==> config.mk <==
export PLATFORM = sky130hd
export DESIGN_NAME = ema_normalize_deadzone_core
export DESIGN_NICKNAME = d
export VERILOG_FILES = /design/src/rtl/emadz_pkg.sv /design/src/rtl/ema_normalize_deadzone_core.sv
export VERILOG_INCLUDE_DIRS = /design/src /design/src/rtl
export SDC_FILE = /design/constraint.sdc
export NUM_CORES = 1
export LEC_CHECK = 0
export ABC_AREA = 1
export BUFFER_PORTS_ARGS = -buffer_cell sky130_fd_sc_hd__clkbuf_2
export CAP_MARGIN = 10
export CORE_UTILIZATION = 35
export DETAILED_ROUTE_END_ITERATION = 7
export GPL_TIMING_DRIVEN = 0
export PLACE_DENSITY_LB_ADDON = 0.25
export SKIP_LAST_GASP = 1
export SYNTH_ARGS = -nofsm -noshare
export SYNTH_HDL_FRONTEND = slang
export SYNTH_SLANG_ARGS = --single-unit
==> constraint.sdc <==
create_clock -name clk -period 12.1 [get_ports clk]
set_input_delay 2.42 -clock clk [delete_from_list [all_inputs] [get_ports clk]]
set_output_delay 2.42 -clock clk [all_outputs]
set_load 0.01 [all_outputs]
==> src/rtl/ema_normalize_deadzone_core_defines.svh <==
// Assertion helpers for the sensor conditioner.
// Each macro expects clk and rst_n in scope.
`ifndef EMA_NORMALIZE_DEADZONE_CORE_DEFINES_SVH
`define EMA_NORMALIZE_DEADZONE_CORE_DEFINES_SVH

// Same-cycle implication.
`define EMADZ_ASSERT_SAME(label, ante, cons, msg) \
  label: assert property (@(posedge clk) disable iff (!rst_n) (ante) |-> (cons)) \
    else $error(msg);

// Next-cycle implication.
`define EMADZ_ASSERT_NEXT(label, ante, cons, msg) \
  label: assert property (@(posedge clk) disable iff (!rst_n) (ante) |=> (cons)) \
    else $error(msg);

`endif

==> src/rtl/emadz_pkg.sv <==
package emadz_pkg;

  localparam int CH_COUNT     = 5;
  localparam int SAMPLE_BITS  = 12;
  localparam int SMOOTH_SHIFT = 3;

  localparam int CH_BITS      = 3;
  localparam int CH_IDX_BITS  = (CH_COUNT > 1) ? $clog2(CH_COUNT) : 1;
  localparam int CAL_BITS     = 12;
  localparam int CAL_REG_BITS = 60;
  localparam int PCT_BITS     = 7;
  localparam int FULL_SCALE   = 100;
  localparam int CFG_IDX_BITS = 2;

  localparam int CMP_W        = (SAMPLE_BITS > CAL_BITS) ? SAMPLE_BITS : CAL_BITS;
  localparam int NUM_W        = CMP_W + PCT_BITS;
  localparam int ACC_W        = SAMPLE_BITS + SMOOTH_SHIFT + 1;
  localparam int DIV_STEPS    = PCT_BITS;
  localparam int CNT_BITS     = $clog2(DIV_STEPS);
  localparam int ENTRY_W      = SAMPLE_BITS + PCT_BITS;

  localparam logic [CAL_REG_BITS-1:0] CAL_LOW_RESET  = 60'd337852455562446000;
  localparam logic [CAL_REG_BITS-1:0] CAL_HIGH_RESET = 60'd900939881499856000;
  localparam logic [PCT_BITS-1:0]     DEADZONE_RESET = 7'd2;

  typedef enum logic [CFG_IDX_BITS-1:0] {
    CFG_CAL_LOWS  = 2'd0,
    CFG_CAL_HIGHS = 2'd1,
    CFG_DEADZONE  = 2'd2
  } cfg_idx_t;

  typedef enum logic [2:0] {
    S_IDLE,
    S_READ,
    S_SCALE,
    S_DIV,
    S_DONE
  } state_t;

endpackage

==> src/rtl/ema_normalize_deadzone_core.sv <==
// Five-channel sensor conditioner: per-channel smoothing, calibration scaling
// to 0..100 percent and a deadband on the held output.
// Input channel (in_valid/in_ready): channel index and 12-bit sample.
// Result channel (out_valid/out_ready): channel echoed and its held percent.
// Config port: cfg_wr_en writes cfg_wdata into register cfg_index at once
// (0 calibration lows, 1 calibration highs, 2 deadzone); other indexes are
// ignored. Write only while the block is idle.
// One item is worked on at a time. Per-channel state sits in a 5-entry
// synchronous RAM (registered read). From acceptance to the result register
// an item whose level lies strictly between the channel limits passes
// through: accept, RAM read, scale setup, 7 restoring-division steps (one
// quotient bit each), write-back. Clamped levels skip the divider;
// out-of-range channels also skip the scale setup.
// The next item is accepted in the cycle after the result is loaded, even
// while that result waits at the output.
// When the receiver stalls with a result pending, the block holds in its
// write-back step until the output register frees up.
// Reset (synchronous, active low) restores the calibration defaults, a
// deadzone of 2 and clears every channel's level and held output by
// clearing the per-entry valid bits; no clearing pass is needed.
`include "ema_normalize_deadzone_core_defines.svh"

module ema_normalize_deadzone_core
  import emadz_pkg::*;
(
  input  logic                    clk,
  input  logic                    rst_n,
  input  logic                    in_valid,
  output logic                    in_ready,
  input  logic [CH_BITS-1:0]      in_channel_index,
  input  logic [SAMPLE_BITS-1:0]  in_raw_sample,
  output logic                    out_valid,
  input  logic                    out_ready,
  output logic [CH_BITS-1:0]      out_result_channel,
  output logic [PCT_BITS-1:0]     out_held_level,
  input  logic                    cfg_wr_en,
  input  logic [CFG_IDX_BITS-1:0] cfg_index,
  input  logic [CAL_REG_BITS-1:0] cfg_wdata
);

  state_t state_r, state_nxt;

  logic [CAL_REG_BITS-1:0] cal_lows_r;
  logic [CAL_REG_BITS-1:0] cal_highs_r;
  logic [PCT_BITS-1:0]     deadzone_r;

  logic [ENTRY_W-1:0] mem [CH_COUNT];
  logic [ENTRY_W-1:0] mem_q_r;
  logic [CH_COUNT-1:0] vld_r;

  logic [CH_BITS-1:0]     ch_r;
  logic [SAMPLE_BITS-1:0] sample_r;
  logic [SAMPLE_BITS-1:0] level_r;
  logic [PCT_BITS-1:0]    held_old_r;
  logic [PCT_BITS-1:0]    pct_r;
  logic [NUM_W-1:0]       num_r;
  logic [CMP_W-1:0]       den_r;
  logic [CNT_BITS-1:0]    cnt_r;

  logic                   out_valid_r;
  logic [CH_BITS-1:0]     out_result_channel_r;
  logic [PCT_BITS-1:0]    out_held_level_r;

  logic in_accept;
  logic rd_en;
  logic mem_we;
  logic out_load;
  logic ch_in_range;
  logic in_ch_ok;

  logic [CH_IDX_BITS-1:0] ch_idx;
  logic [CH_IDX_BITS-1:0] in_idx;

  logic [CAL_BITS-1:0]    cal_lo_a [CH_COUNT];
  logic [CAL_BITS-1:0]    cal_hi_a [CH_COUNT];
  logic [CMP_W-1:0]       lvl_c, lo_c, hi_c, diff_lvl;
  logic                   at_low, at_high;

  logic [ENTRY_W-1:0]     entry_old;
  logic [SAMPLE_BITS-1:0] base_lvl;
  logic [ACC_W-1:0]       acc;
  logic [NUM_W-1:0]       trial;
  logic [PCT_BITS-1:0]    pct_diff;
  logic [PCT_BITS-1:0]    held_new;

  assign ch_idx      = ch_r[CH_IDX_BITS-1:0];
  assign in_idx      = in_channel_index[CH_IDX_BITS-1:0];
  assign ch_in_range = (ch_r < CH_BITS'(CH_COUNT));
  assign in_ch_ok    = (in_channel_index < CH_BITS'(CH_COUNT));

  // Unpack per-channel calibration limits.
  always_comb begin
    for (int k = 0; k < CH_COUNT; k++) begin
      cal_lo_a[k] = cal_lows_r[k*CAL_BITS +: CAL_BITS];
      cal_hi_a[k] = cal_highs_r[k*CAL_BITS +: CAL_BITS];
    end
  end

  // Smoothing: an unseeded channel starts from the sample itself.
  always_comb begin
    entry_old = vld_r[ch_idx] ? mem_q_r : '0;
    base_lvl  = (entry_old[ENTRY_W-1 -: SAMPLE_BITS] == '0) ? sample_r
                                                            : entry_old[ENTRY_W-1 -: SAMPLE_BITS];
    acc = (ACC_W'(base_lvl) << SMOOTH_SHIFT) - ACC_W'(base_lvl) + ACC_W'(sample_r);
  end

  // Scale setup compares.
  always_comb begin
    lvl_c    = CMP_W'(level_r);
    lo_c     = ch_in_range ? CMP_W'(cal_lo_a[ch_idx]) : '0;
    hi_c     = ch_in_range ? CMP_W'(cal_hi_a[ch_idx]) : '0;
    at_low   = (lvl_c <= lo_c);
    at_high  = (lvl_c >= hi_c);
    diff_lvl = lvl_c - lo_c;
  end

  assign trial = NUM_W'(den_r) << cnt_r;

  // Deadband against the held output.
  always_comb begin
    pct_diff = (pct_r >= held_old_r) ? (pct_r - held_old_r) : (held_old_r - pct_r);
    if (!ch_in_range) begin
      held_new = '0;
    end else if (pct_diff >= deadzone_r) begin
      held_new = pct_r;
    end else begin
      held_new = held_old_r;
    end
  end

  // Next state.
  always_comb begin
    state_nxt = state_r;
    case (state_r)
      S_IDLE: begin
        if (in_valid) state_nxt = S_READ;
      end
      S_READ: begin
        state_nxt = ch_in_range ? S_SCALE : S_DONE;
      end
      S_SCALE: begin
        state_nxt = (at_low || at_high) ? S_DONE : S_DIV;
      end
      S_DIV: begin
        if (cnt_r == '0) state_nxt = S_DONE;
      end
      S_DONE: begin
        if (!out_valid_r || out_ready) state_nxt = S_IDLE;
      end
      default: state_nxt = S_IDLE;
    endcase
  end

  // Control outputs.
  always_comb begin
    in_ready = 1'b0;
    out_load = 1'b0;
    mem_we   = 1'b0;
    case (state_r)
      S_IDLE: in_ready = 1'b1;
      S_DONE: begin
        out_load = !out_valid_r || out_ready;
        mem_we   = out_load && ch_in_range;
      end
      default: begin
        in_ready = 1'b0;
      end
    endcase
  end

  assign in_accept = in_valid && in_ready;
  assign rd_en     = in_accept && in_ch_ok;

  always_ff @(posedge clk) begin
    if (!rst_n) begin
      state_r <= S_IDLE;
    end else begin
      state_r <= state_nxt;
    end
  end

  always_ff @(posedge clk) begin
    if (!rst_n) begin
      cal_lows_r  <= CAL_LOW_RESET;
      cal_highs_r <= CAL_HIGH_RESET;
      deadzone_r  <= DEADZONE_RESET;
    end else if (cfg_wr_en) begin
      case (cfg_idx_t'(cfg_index))
        CFG_CAL_LOWS:  cal_lows_r  <= cfg_wdata;
        CFG_CAL_HIGHS: cal_highs_r <= cfg_wdata;
        CFG_DEADZONE:  deadzone_r  <= cfg_wdata[PCT_BITS-1:0];
        default: begin
          deadzone_r <= deadzone_r;
        end
      endcase
    end
  end

  // Channel state RAM: level in the upper bits, held percent below.
  always_ff @(posedge clk) begin
    if (rd_en) begin
      mem_q_r <= mem[in_idx];
    end
    if (mem_we) begin
      mem[ch_idx] <= {level_r, held_new};
    end
  end

  always_ff @(posedge clk) begin
    if (!rst_n) begin
      vld_r <= '0;
    end else if (mem_we) begin
      vld_r[ch_idx] <= 1'b1;
    end
  end

  // Datapath.
  always_ff @(posedge clk) begin
    if (in_accept) begin
      ch_r     <= in_channel_index;
      sample_r <= in_raw_sample;
    end
    case (state_r)
      S_READ: begin
        level_r    <= acc[SMOOTH_SHIFT +: SAMPLE_BITS];
        held_old_r <= entry_old[PCT_BITS-1:0];
      end
      S_SCALE: begin
        // x*100 = x*64 + x*32 + x*4
        num_r <= (NUM_W'(diff_lvl) << 6) + (NUM_W'(diff_lvl) << 5) + (NUM_W'(diff_lvl) << 2);
        den_r <= hi_c - lo_c;
        cnt_r <= CNT_BITS'(DIV_STEPS - 1);
        if (at_low) begin
          pct_r <= '0;
        end else if (at_high) begin
          pct_r <= PCT_BITS'(FULL_SCALE);
        end else begin
          pct_r <= '0;
        end
      end
      S_DIV: begin
        if (num_r >= trial) begin
          num_r        <= num_r - trial;
          pct_r[cnt_r] <= 1'b1;
        end
        cnt_r <= cnt_r - 1'b1;
      end
      default: begin
        cnt_r <= cnt_r;
      end
    endcase
  end

  // Output register: hold until taken.
  always_ff @(posedge clk) begin
    if (!rst_n) begin
      out_valid_r <= 1'b0;
    end else if (out_load) begin
      out_valid_r <= 1'b1;
    end else if (out_ready) begin
      out_valid_r <= 1'b0;
    end
  end

  always_ff @(posedge clk) begin
    if (out_load) begin
      out_result_channel_r <= ch_r;
      out_held_level_r     <= held_new;
    end
  end

  assign out_valid          = out_valid_r;
  assign out_result_channel = out_result_channel_r;
  assign out_held_level     = out_held_level_r;

  `EMADZ_ASSERT_SAME(a_oor_zero, out_valid_r && (out_result_channel_r >= CH_BITS'(CH_COUNT)), out_held_level_r == '0, "out-of-range channel gave nonzero level")
  `EMADZ_ASSERT_SAME(a_held_range, out_valid_r, out_held_level_r <= PCT_BITS'(FULL_SCALE), "held level above full scale")
  `EMADZ_ASSERT_SAME(a_we_in_range, mem_we, ch_in_range, "state write for out-of-range channel")
  `EMADZ_ASSERT_NEXT(a_out_load, out_load, out_valid_r && (out_result_channel_r == $past(ch_r)), "result not loaded for current item")

endmodule

-- Word-level counts from Yosys, hierarchy flattened
Memory sizes are Yosys's and may differ from the RTL's. A register that Yosys moved wholly into a read port is not among the register bits.
Cells that the tools add are included.
- register bits: 221
- output and inout bits: 12
- memories: 1
- bits in writable memories: 95
- memory list (name ; depth ; bits a word ; rd ports ; clocked after memory_dff ; wr ports ; RTL line ; source):
    mem ; 5 ; 19 ; 1 ; 1 ; 1 ; ema_normalize_deadzone_core.sv:47 ; logic [ENTRY_W-1:0] mem [CH_COUNT];
- equal/unequal tests: 10
- $lt $le $gt $ge: 12
- shifts and indexed selects: 1
- multiplexer cells: 39
- add/subtract/negate cells: 10
- bitwise logic cells: 3
- reductions and logical operators: 19
- operator list (operator ; number):
    two-way mux 12 bit ; 7
    binary-select mux 12 bit (select 3 bit) ; 2
    two-way mux 7 bit ; 6
    two-way mux 19 bit ; 2
    one-hot mux 19 bit (2 select lines) ; 1
    subtractor 12 bit ; 2
    adder 18 x 17 -> 19 bit ; 1
    adder 19 x 14 -> 19 bit ; 1
    greater-or-equal comparator 19 bit ; 1
    << shifter 12 x 3 -> 19 bit ; 1
    subtractor 19 bit ; 1
    adder 15 x 12 -> 15 bit ; 1
    two-way mux 3 bit ; 5
    one-hot mux 3 bit (5 select lines) ; 1
    subtractor 15 x 12 -> 15 bit ; 1
    greater-or-equal comparator 7 bit ; 2
    one-hot mux 7 bit (2 select lines) ; 1
    subtractor 7 bit ; 2
    greater-or-equal comparator 12 bit ; 1
    <= comparator 12 bit ; 1
    zero test 12 bit ; 1
    two-way mux 1 bit ; 10
    < comparator 3 x 4 -> 1 bit, second input constant ; 2
    inequality test 2 bit, second input constant ; 4
    other kinds (23) ; 37

-- Logic depth before layout (Yosys ltp)
Gate-level depths: netlist of the first run.
- word-level depth: 9
- gate-level depth with buffers: 29
- gate-level depth less buffers: 27

-- Worst setup path before layout of the first run
No wires, ideal clock.
- path type: reg2reg
- from: register cnt_r[0]
- to: register num_r[0] (enable)
- data arrival time: 4.408 ns
- stages on the path, launching flop included: 18
- data required time: 11.651 ns
- setup time: 0.449 ns
- slack: 7.242 ns
- clock period less this slack: 4.858 ns
- buffers on the path: 2
- cells stage by stage: edfxtp_1 clkbuf_1 inv_1 clkbuf_1 nand2_1 nand2_1 o21ai_0 o22ai_1 inv_1 ha_1 nand2_1 nor4_1 nand4_1 nand3_1 nand2_1 nand2_1 nand2_1 a21boi_0
- word-level cells in the longest chain between the ends: 4
- ends and longest elaborated chain (element ; RTL line ; source):
    start: declaration ; ema_normalize_deadzone_core.sv:58 ; logic [CNT_BITS-1:0] cnt_r;
    start signal: assignment ; ema_normalize_deadzone_core.sv:232 ; cnt_r <= CNT_BITS'(DIV_STEPS - 1);
    start signal: assignment ; ema_normalize_deadzone_core.sv:246 ; cnt_r <= cnt_r - 1'b1;
    start signal: assignment ; ema_normalize_deadzone_core.sv:249 ; cnt_r <= cnt_r;
    << shifter 12 x 3 -> 19 bit ; ema_normalize_deadzone_core.sv:117 ; assign trial = NUM_W'(den_r) << cnt_r;
    greater-or-equal comparator 19 bit ; ema_normalize_deadzone_core.sv:242 ; if (num_r >= trial) begin
    inequality test 2 bit (no source line) ; - ;
    AND reduction 2 bit (no source line) ; - ;
    end signal: assignment ; ema_normalize_deadzone_core.sv:230 ; num_r <= (NUM_W'(diff_lvl) << 6) + (NUM_W'(diff_lvl) << 5) + (NUM_W'(diff_lvl) << 2);
    end signal: assignment ; ema_normalize_deadzone_core.sv:243 ; num_r <= num_r - trial;
    end: declaration ; ema_normalize_deadzone_core.sv:56 ; logic [NUM_W-1:0] num_r;
No other way between the ends.
A chain may end at the register's enable or synchronous reset.

-- Worst setup path in the final report of the first run
- from: register ch_r[1] (netlist: ch_idx[1])
- to: register num_r[18], data pin
- word-level cells in the longest chain between the ends: 9
- elaborated cells on any way between the ends: 10
- those cells by class: add/sub (3); order compare (1); mux (5); bitwise (1)
- ends and longest elaborated chain (element ; RTL line ; source):
    start: declaration ; ema_normalize_deadzone_core.sv:51 ; logic [CH_BITS-1:0] ch_r;
    start signal: assignment ; ema_normalize_deadzone_core.sv:220 ; ch_r <= in_channel_index;
    inverter 3 -> 4 bit (implied by the code) ; ema_normalize_deadzone_core.sv:110 ; lo_c = ch_in_range ? CMP_W'(cal_lo_a[ch_idx]) : '0;
    binary-select mux 12 bit (select 3 bit) ; ema_normalize_deadzone_core.sv:110 ;
    two-way mux 12 bit (implied by the code) (2 in series) ; ema_normalize_deadzone_core.sv:110 ;
    two-way mux 12 bit (*) ; ema_normalize_deadzone_core.sv:110 ;
    subtractor 12 bit (*) ; ema_normalize_deadzone_core.sv:114 ; diff_lvl = lvl_c - lo_c;
    adder 18 x 17 -> 19 bit ; ema_normalize_deadzone_core.sv:230 ;
    adder 19 x 14 -> 19 bit (*) ; ema_normalize_deadzone_core.sv:230 ;
    one-hot mux 19 bit (2 select lines) (*) ; ema_normalize_deadzone_core.sv:223 ; case (state_r)
Mark *: on every way between the ends. The rest lies on a longest branch, timed or not. The select of a mux whose other input is x is not followed.

==> flow_summary.json, run 1 <==
{
  "finalSetupTns_ps": 0,
  "pre_cts_slack_ps": 5450,
  "synthArstFlopShare": 0,
  "outcome": "completed",
  "die_height_um": 230,
  "relSlewSlack": 0.137,
  "max_freq_mhz": 149,
  "cts_num_sinks": 335,
  "hold_violations": 0,
  "timing.hold.ws_ps": 454,
  "utilization": 0.407,
  "via_count": 15300,
  "drv_cap": 0,
  "dr.pass1.iters": 5,
  "die_x_um": 230,
  "h-tree-depth": 2,
  "synth_cells": 2140,
  "p_int_mw": 3.89,
  "grt_pass1_wl_mm": 82.8,
  "synth_top_area_frac": 0.330,
  "yosys.cell_types.count": 49,
  "insertion_delay_ps": 570,
  "cts_hold_buf": 0,
  "grt_max_degree": 27,
  "layout-drive-gt1-share": 0.0841,
  "synth-main-ff-cell": "edfxtp_1",
  "ios": 94,
  "critPathCaptureType": "flip-flop",
  "cts_made_buffers": 37,
  "antenna_found_initial": 0,
  "layout.nets": 2487,
  "critPathLaunchType": "flip-flop",
  "cp_data_arrival_time_ps": 7000,
  "synth.net_count": 2350,
  "cts-resized-gates": 0,
  "seqPwrFrac": 0.252,
  "grt_use_total": 0.203,
  "synth_edf_count": 199,
  "yosys-top-cells-area": "edfxtp_1 33%, dfxtp_1 15%, nand2_1 7.8%",
  "root_buffer": "clkbuf_16",
  "yosysMostFrequentCell": "nand2_1",
  "place_area_um2": 19600,
  "slew_violations": 0,
  "required_ps": 12370,
  "overflow": 0,
  "ys_seq_elements": 335,
  "gp_congestion": 0.901,
  "routed_wl_mm": 53.5,
  "ant_nets": 0,
  "clock_skew_ps": 32.0,
  "finalCritPeriodShare": 0.556,
  "stdcell_count": 2986,
  "fillers": 5101,
  "synth_area_um2": 18100,
  "worstMarginPinSlew_ps": 1280,
  "syn_to_final_growth_pct": 15.0,
  "synth.yosys.seq_area_share": 0.480,
  "peakVddDrop_mv": 0.354,
  "cts_tree": "done",
  "power_density_nw_per_um2": 342,
  "layout_setup_ws_ps": 5370,
  "p_leak_nw": 9.08,
  "p_clk_frac": 0.163,
  "period_minus_slack_ps": 6730,
  "clk_path_buf_depth": 3,
  "dieArea_um2": 52700,
  "via_per_inst": 5.11,
  "rsz0062_at_grt": "false",
  "placed_cells": 2918,
  "port_buffers": 92,
  "ys_top_cells_by_count": "378 x nand2_1, 332 x nor2_1, 232 x inv_1",
  "hp-class": "flip-flop to flip-flop",
  "p_sw_mw": 3.25,
  "grt_pass1_vias": 14800,
  "ys_warn_count": 0,
  "core_um2": 51200,
  "stdcell_area_um2": 20800,
  "power_mw": 7.13,
  "report.final.setup_viol": 0,
  "avgSynthCellArea_um2": 8.47,
  "drc": 0,
  "path_clk_slew_ps": 60,
  "path_class": "flip-flop to flip-flop",
  "cp_max_fo": 10,
  "synth_area_leader_cell": "edfxtp_1",
  "p_comb_frac": 0.585,
  "routedWlPerCell_um": 17.9,
  "rows": 83,
  "start_util": 0.354,
  "drt_iter0_markers": 1142,
  "sw_frac_of_total": 0.455,
  "hpwl_mm": 41.5,
  "post-cts-setup-buffer-count": 0,
  "diodes": 0
}
worst paths after layout:
kind,from,end,slack (ps),cells after the start
hold reg to reg,cal_highs_r[37]$_SDFFE_PN0P_,cal_highs_r[37]$_SDFFE_PN0P_,450,2
hold / removal,cal_highs_r[37]$_SDFFE_PN0P_,cal_highs_r[37]$_SDFFE_PN0P_,450,2
setup reg to reg,ch_idx[1]$_DFFE_PP_,num_r[18]$_DFFE_PP_,5370,24
setup / recovery,ch_idx[1]$_DFFE_PP_,num_r[18]$_DFFE_PP_,5370,24
power groups by stage:
stage               sequential [mW]  combinational [mW]  clock (mW)
finish                         1.80                4.17        1.17
global route                   1.81                4.75        1.23
CTS                            1.80                4.18        1.18
detailed placement             1.82                4.15           0
global placement               1.82                4.08           0
floorplan                      1.75                3.10           0
registers in the layout, indices dropped and copies added (netlist names):
| signal | cells |
|---|---|
| cal_lows_r | 60 |
| out_result_channel | 3 |
| state_r | 3 |
| pct_r | 7 |
| den_r | 12 |
| out_held_level | 7 |
| cal_highs_r | 60 |
| sample_r | 12 |
| level_r | 12 |
| out_valid | 1 |
| ch_idx | 3 |
| cnt_r | 3 |
| mem | 95 |
| num_r | 19 |
| deadzone_r | 7 |
| mem_q_r | 19 |
| vld_r | 5 |
| held_old_r | 7 |
per-layer routing:
metal / track usage / vias up / part of all wire
met2: 0.315 / 502 / 0.44
met3: 0.0390 / 101 / 0.064
met5: 0 / - / 0
li1: - / 7480 / -
met1: 0.280 / 7190 / 0.47
met4: 0.0696 / 0 / 0.031
cells by family after synthesis:
group | after synthesis | synth area share
AND/OR/NAND/NOR | 843 | 0.188
AO/OA/AOI/OAI | 461 | 0.143
flip-flops | 335 | 0.480
buffers and inverters | 320 | 0.0669
adder cells (fa/ha/maj) | 128 | 0.0963
XOR/XNOR | 51 | 0.0247
multiplexers | 2 | 0.00110
layout by cell type, fill, tap and decap left out, drive strengths merged, types with 2 or more instances in the layout:
cell type	count
a211oi	10
a21o	12
a21oi	110
a221o	2
a221oi	5
a22o	6
a22oi	8
a31oi	21
and2	2
buf	16
bufinv	3
clkbuf	215
clkinv	7
dfxtp	136
edfxtp	199
fa	19
ha	109
inv	244
mux2i	2
nand2	381
nand3	82
nand3b	2
nand4	17
nor2	333
nor3	11
nor4	11
o211ai	13
o21a	6
o21ai	236
o21bai	6
o221ai	2
o22ai	14
o31ai	2
o41ai	4
or2	4
xnor2	13
xor2	38
critical path: stages, from the launching register on:
cell and delay [ps]:
edfxtp_1 620, nor2_2 110, nand2_2 290, inv_2 170, clkbuf_1 320, nand2_1 150
inv_1 50, nor4_1 1020, ha_1 420, nand3_1 90, nand2_1 150, a21oi_1 150
o21ai_0 110, xor2_1 490, fa_1 550, fa_1 450, nand2_1 90, inv_1 50
o21a_1 160, nor2_1 160, o21ai_0 180, a21oi_1 170, inv_1 80, a21oi_1 280
o21ai_0 120
layout make-up:
class	count	area (µm²)	share of cell area
Sequential cell	335	8700	0.418
Multi-Input combinational cell	1485	8240	0.395
Clock buffer	54	1080	0.0520
Inverter	241	905	0.0434
Tap cell	680	851	0.0408
Timing Repair Buffer	98	572	0.0274
Buffer	79	308	0.0148
Clock inverter	14	178	0.00853
Note: power is estimated with default switching activity, not from simulation.
==> inputs of run 2 (changes only) <==
==> constraint.sdc (replaced) <==
create_clock -name clk -period 5.7 [get_ports clk]
set_input_delay 1.14 -clock clk [delete_from_list [all_inputs] [get_ports clk]]
set_output_delay 1.14 -clock clk [all_outputs]
set_load 0.01 [all_outputs]
==> run 2 against run 1 <==
Effect of this change: clock power grew 110%; global-route usage about the same; cell count increased by 0.30%; highest routed layer unchanged; worst hold slack lost 3.5 ps; power increased by 120%; largest cell class unchanged.
==> flow_summary.json, run 2 (synthesis gave the netlist of run 1 again) <==
{
  "report.final.setup_viol": 0,
  "timing.rr.start": "ch_idx[2]$_DFFE_PP_",
  "multiInputGateArea_um2": 8460,
  "h-tree-depth": 2,
  "core_um2": 51200,
  "cts_tree": "done",
  "layout-drive-gt1-share": 0.0998,
  "r2r.worst_path.cells": 26,
  "seq_area_um2": 8700,
  "via_per_inst": 5.11,
  "regMostFlops": "mem",
  "dieArea_um2": 52700,
  "crit_start": "ch_idx[2]$_DFFE_PP_",
  "period_minus_slack_ps": 5380,
  "cts_num_sinks": 335,
  "slowest_stage": "edfxtp_1",
  "power_density_nw_per_um2": 729,
  "grt_max_degree": 27,
  "die_height_um": 230,
  "critPathLaunchType": "flip-flop",
  "ant_nets": 0,
  "max_freq_mhz": 186,
  "r2r_setup_slack_ps": 320,
  "via_count": 15300,
  "path_clk_slew_ps": 60,
  "relSlewSlack": 0.172,
  "grt_pass1_wl_mm": 82.9,
  "p_leak_nw": 9.18,
  "place_area_um2": 19600,
  "routedWlPerCell_um": 17.9,
  "finalCritPeriodShare": 0.943,
  "antenna_found_initial": 0,
  "cp_max_fo": 10,
  "slew_violations": 0,
  "cp_slowest_stage_delay_ps": 550,
  "worstMarginPinSlew_ps": 1240,
  "layout_commonest_cell": "nand2_1",
  "clock_skew_ps": 27.1,
  "die_x_um": 230,
  "power_mw": 15.4,
  "start_util": 0.354,
  "stdcell_area_um2": 21200,
  "cp_common_cell": "inv_1",
  "critPathCaptureType": "flip-flop",
  "utilization": 0.413,
  "rows": 83,
  "peakVddDrop_mv": 0.779,
  "outcome": "completed",
  "overflow": 0,
  "clk_path_buf_depth": 3,
  "cp_data_arrival_time_ps": 5640,
  "reg_top3": "mem (95), cal_highs_r (60), cal_lows_r (60)",
  "grt_pass1_vias": 14800,
  "drc": 0,
  "path_class": "flip-flop to flip-flop",
  "placed_cells": 2918,
  "ios": 94,
  "gp_congestion": 0.901,
  "required_ps": 5970,
  "cts_made_buffers": 37,
  "largest_register_ffs": 95,
  "reg2reg_to": "num_r[18]$_DFFE_PP_",
  "diodes": 0,
  "hp-class": "flip-flop to flip-flop",
  "fillers": 5067,
  "root_buffer": "clkbuf_16",
  "most-common-layout-cells": "377 x nand2_1, 326 x nor2_1, 231 x inv_1",
  "endpoint": "num_r[18]$_DFFE_PP_",
  "routed_wl_mm": 53.8,
  "hold_violations": 0,
  "drt_iter0_markers": 1221,
  "layout.nets": 2496,
  "port_buffers": 92,
  "grt_use_total": 0.203,
  "dr.pass1.iters": 5,
  "drv_cap": 0,
  "syn_to_final_growth_pct": 16.8,
  "insertion_delay_ps": 560,
  "hpwl_mm": 41.5,
  "stdcell_count": 2995
}
## run 2: layout make-up
cell class / count / area share
flip-flops and latches: 335 / 0.411
multi-input cells: 1485 / 0.400
clock buffers: 54 / 0.0511
inverters: 241 / 0.0433
well taps: 680 / 0.0402
repair buffers: 109 / 0.0309
plain buffers: 77 / 0.0150
clock inverters: 14 / 0.00840
## run 2: worst max-delay path: cells and delay by family, from the launching register on
kind	cells	cell delay, ps
buf+inv	8	920
simple gates	6	840
xor+xnor	1	210
flops	1	550
compound gates	6	840
fa+ha+maj	5	1710
## run 2: worst min path at each step
stage	startpoint	endpoint	cells after the start
after detailed placement	cal_highs_r[35]$_SDFFE_PN1P_	cal_highs_r[35]$_SDFFE_PN1P_	2
after floorplan	cal_highs_r[24]$_SDFFE_PN0P_	cal_highs_r[24]$_SDFFE_PN0P_	2
after global routing	cal_lows_r[15]$_SDFFE_PN0P_	cal_lows_r[15]$_SDFFE_PN0P_	2
after CTS	cal_highs_r[37]$_SDFFE_PN0P_	cal_highs_r[37]$_SDFFE_PN0P_	2
final	cal_lows_r[37]$_SDFFE_PN0P_	cal_lows_r[37]$_SDFFE_PN0P_	2
after global placement	cal_lows_r[47]$_SDFFE_PN0P_	cal_lows_r[47]$_SDFFE_PN0P_	2
## run 2: repair_timing
| item | in CTS | in global routing |
|---|---|---|
| hold buffers | 0 | 0 |
| setup buffers | 6 | 5 |
| gates resized for setup | 22 | 34 |
| setup endpoints to repair | 9 | 7 |
| pin swaps | 1 | 3 |
| gates cloned | 0 | 0 |
## run 2: layer usage
metal  global-route usage  wire length, µm
met2                0.315            23700
met5                    0                0
met1                0.283            24800
met4               0.0675             1580
met3               0.0382             3590
## run 2: where the power goes
group | total [mW] | switching (mW) | internal, mW
Combinational | 9.15 | 5.72 | 3.43
Sequential | 3.82 | 0.301 | 3.52
Clock | 2.47 | 1.00 | 1.47
Total | 15.4 | 7.02 | 8.41
## run 2: per-stage QoR
stage | setup TNS (ps) | worst slack (ps) | hold WS (ps)
after global placement | -37100 | -1240 | 436
after floorplan | 0 | 842 | 425
after global routing | -62.8 | -37.4 | 472
final | 0 | 323 | 450
after detailed placement | -5630 | -954 | 442
after CTS | 0 | 47.0 | 452
==> inputs of run 3 (changes only) <==
--- a/config.mk
+++ b/config.mk
@@ -12,7 +12,6 @@
 export CORE_UTILIZATION = 35
 export DETAILED_ROUTE_END_ITERATION = 7
 export GPL_TIMING_DRIVEN = 0
-export PLACE_DENSITY_LB_ADDON = 0.25
 export SKIP_LAST_GASP = 1
 export SYNTH_ARGS = -nofsm -noshare
 export SYNTH_HDL_FRONTEND = slang
==> run 3 against run 2 <==
Effect of this change: final area is 0.35% higher; critical path depth is 1 lower; non-clock buffer count is 2 higher; sequential power is essentially flat; clock power grew 4%; register-to-register slack lost 20 ps; combinational power fell by 0.5%; clock skew is 2.6 ps higher; clock-buffer cell count decreased by 1; utilization grew 0.14 points; setup slack got worse by 17 ps; critical path type unchanged.
==> flow_summary.json, run 3 (synthesis gave the netlist of run 1 again) <==
{
  "drv_cap": 0,
  "max_freq_mhz": 185,
  "regMostFlops": "mem",
  "critPathLaunchType": "flip-flop",
  "path_delay_family": "adder cells",
  "port_buffers": 92,
  "grt_pass1_wl_mm": 81.5,
  "syn_to_final_growth_pct": 17.2,
  "crit_buf_inv": 5,
  "antenna_found_initial": 0,
  "hpwl_mm": 40.7,
  "insertion_delay_ps": 570,
  "clk_path_buf_depth": 3,
  "report.final.setup_viol": 0,
  "most-common-layout-cells": "377 x nand2_1, 325 x nor2_1, 231 x inv_1",
  "layout_commonest_cell": "nand2_1",
  "place_area_um2": 19600,
  "path_class": "flip-flop to flip-flop",
  "overflow": 0,
  "core_um2": 51200,
  "cts_made_buffers": 39,
  "start_util": 0.354,
  "relSlewSlack": 0.381,
  "drc": 0,
  "largest_register_ffs": 95,
  "p_leak_nw": 9.23,
  "reg_top3": "mem (95), cal_highs_r (60), cal_lows_r (60)",
  "die_height_um": 230,
  "finalCritPeriodShare": 0.946,
  "multiInputGateArea_um2": 8470,
  "worstMarginPinSlew_ps": 928,
  "diodes": 0,
  "dieArea_um2": 52700,
  "fillers": 5094,
  "path_clk_slew_ps": 60,
  "cp_common_cell": "nand2_1",
  "grt_use_total": 0.198,
  "critPathCaptureType": "flip-flop",
  "cp_data_arrival_time_ps": 5690,
  "ant_nets": 0,
  "grt_pass1_vias": 14900,
  "required_ps": 5990,
  "period_minus_slack_ps": 5390,
  "routedWlPerCell_um": 17.6,
  "power_density_nw_per_um2": 729,
  "die_x_um": 230,
  "routed_wl_mm": 52.8,
  "slew_violations": 0,
  "ios": 94,
  "cts_num_sinks": 335,
  "cp_slowest_stage_delay_ps": 480,
  "utilization": 0.415,
  "hp-class": "flip-flop to flip-flop",
  "drt_iter0_markers": 1309,
  "via_count": 15300,
  "slowest_stage": "edfxtp_1",
  "layout-drive-gt1-share": 0.101,
  "peakVddDrop_mv": 0.712,
  "cp_max_fo": 10,
  "stdcell_area_um2": 21200,
  "gp_congestion": 0.935,
  "layout.nets": 2500,
  "outcome": "completed",
  "h-tree-depth": 2,
  "cts_hold_buf": 0,
  "dr.pass1.iters": 5,
  "cts_tree": "done",
  "clock_skew_ps": 29.7,
  "hold_violations": 0,
  "root_buffer": "clkbuf_16",
  "seq_area_um2": 8700,
  "via_per_inst": 5.09,
  "rows": 83,
  "finalSetupTns_ps": 0,
  "grt_max_degree": 27
}
-- run 3: cell types whose count changed in the layout (fill, tap and decap cells not counted), moves of 2 or more --
cell	previous run	this run
clkbuf_4	0	2
clkinv_4	0	2
clkbuf_8	7	5
clkbuf_2	95	93
-- run 3: path summary, 6_finish.rpt --
path / slack, ps / cells after the start / end / from
setup / recovery: 310 / 25 / num_r[13]$_DFFE_PP_ / ch_idx[0]$_DFFE_PP_
setup reg to reg: 310 / 25 / num_r[13]$_DFFE_PP_ / ch_idx[0]$_DFFE_PP_
hold reg to reg: 450 / 2 / cal_lows_r[23]$_SDFFE_PN0P_ / cal_lows_r[23]$_SDFFE_PN0P_
hold / removal: 450 / 2 / cal_lows_r[23]$_SDFFE_PN0P_ / cal_lows_r[23]$_SDFFE_PN0P_
-- run 3: area by class of cell --
| cell class | count | area share |
|---|---|---|
| multi-input combinational | 1485 | 0.399 |
| timing repair buffer | 110 | 0.0306 |
| clock buffer | 53 | 0.0508 |
| clock inverter | 19 | 0.0117 |
| buffer | 78 | 0.0153 |
| sequential | 335 | 0.410 |
| inverter | 241 | 0.0431 |
| tap | 680 | 0.0401 |
-- run 3: through the flow --
step	hold slack, ps	power [mW]	worst slack [ps]	cells
floorplan	425	10.3	842	2140
global placement	439	12.4	-1110	2912
detailed placement	442	12.6	-839	2918
CTS	451	15.3	26.0	2994
global route	481	16.9	-40.5	3001
finish	454	15.5	306	3001
-- run 3: where the power goes --
| group | leakage [nW] | switching [mW] | internal, mW | total, mW |
|---|---|---|---|---|
| registers | 2.93 | 0.289 | 3.52 | 3.80 |
| clock network | 0.647 | 1.04 | 1.53 | 2.56 |
| logic | 5.65 | 5.68 | 3.42 | 9.10 |
-- run 3: tightest hold or removal path: stages (launching register included) --
cell,delay (ps)
dfxtp_1,300
inv_1,60
a21oi_1,50
-- run 3: per-layer routing --
| layer | part of all wire | vias up | GRT usage |
|---|---|---|---|
| met1 | 0.46 | 7195 | 0.269 |
| li1 | - | 7506 | - |
| met5 | 0 | - | 0 |
| met4 | 0.027 | 0 | 0.0665 |
| met2 | 0.45 | 490 | 0.317 |
| met3 | 0.065 | 89 | 0.0360 |
-- run 3: repair_timing --
action | in CTS | in global routing
resized for setup | 20 | 36
cloned | 0 | 0
buffers inserted | 5 | 6
endpoints found under the setup margin | 9 | 8
pin swaps | 1 | 4
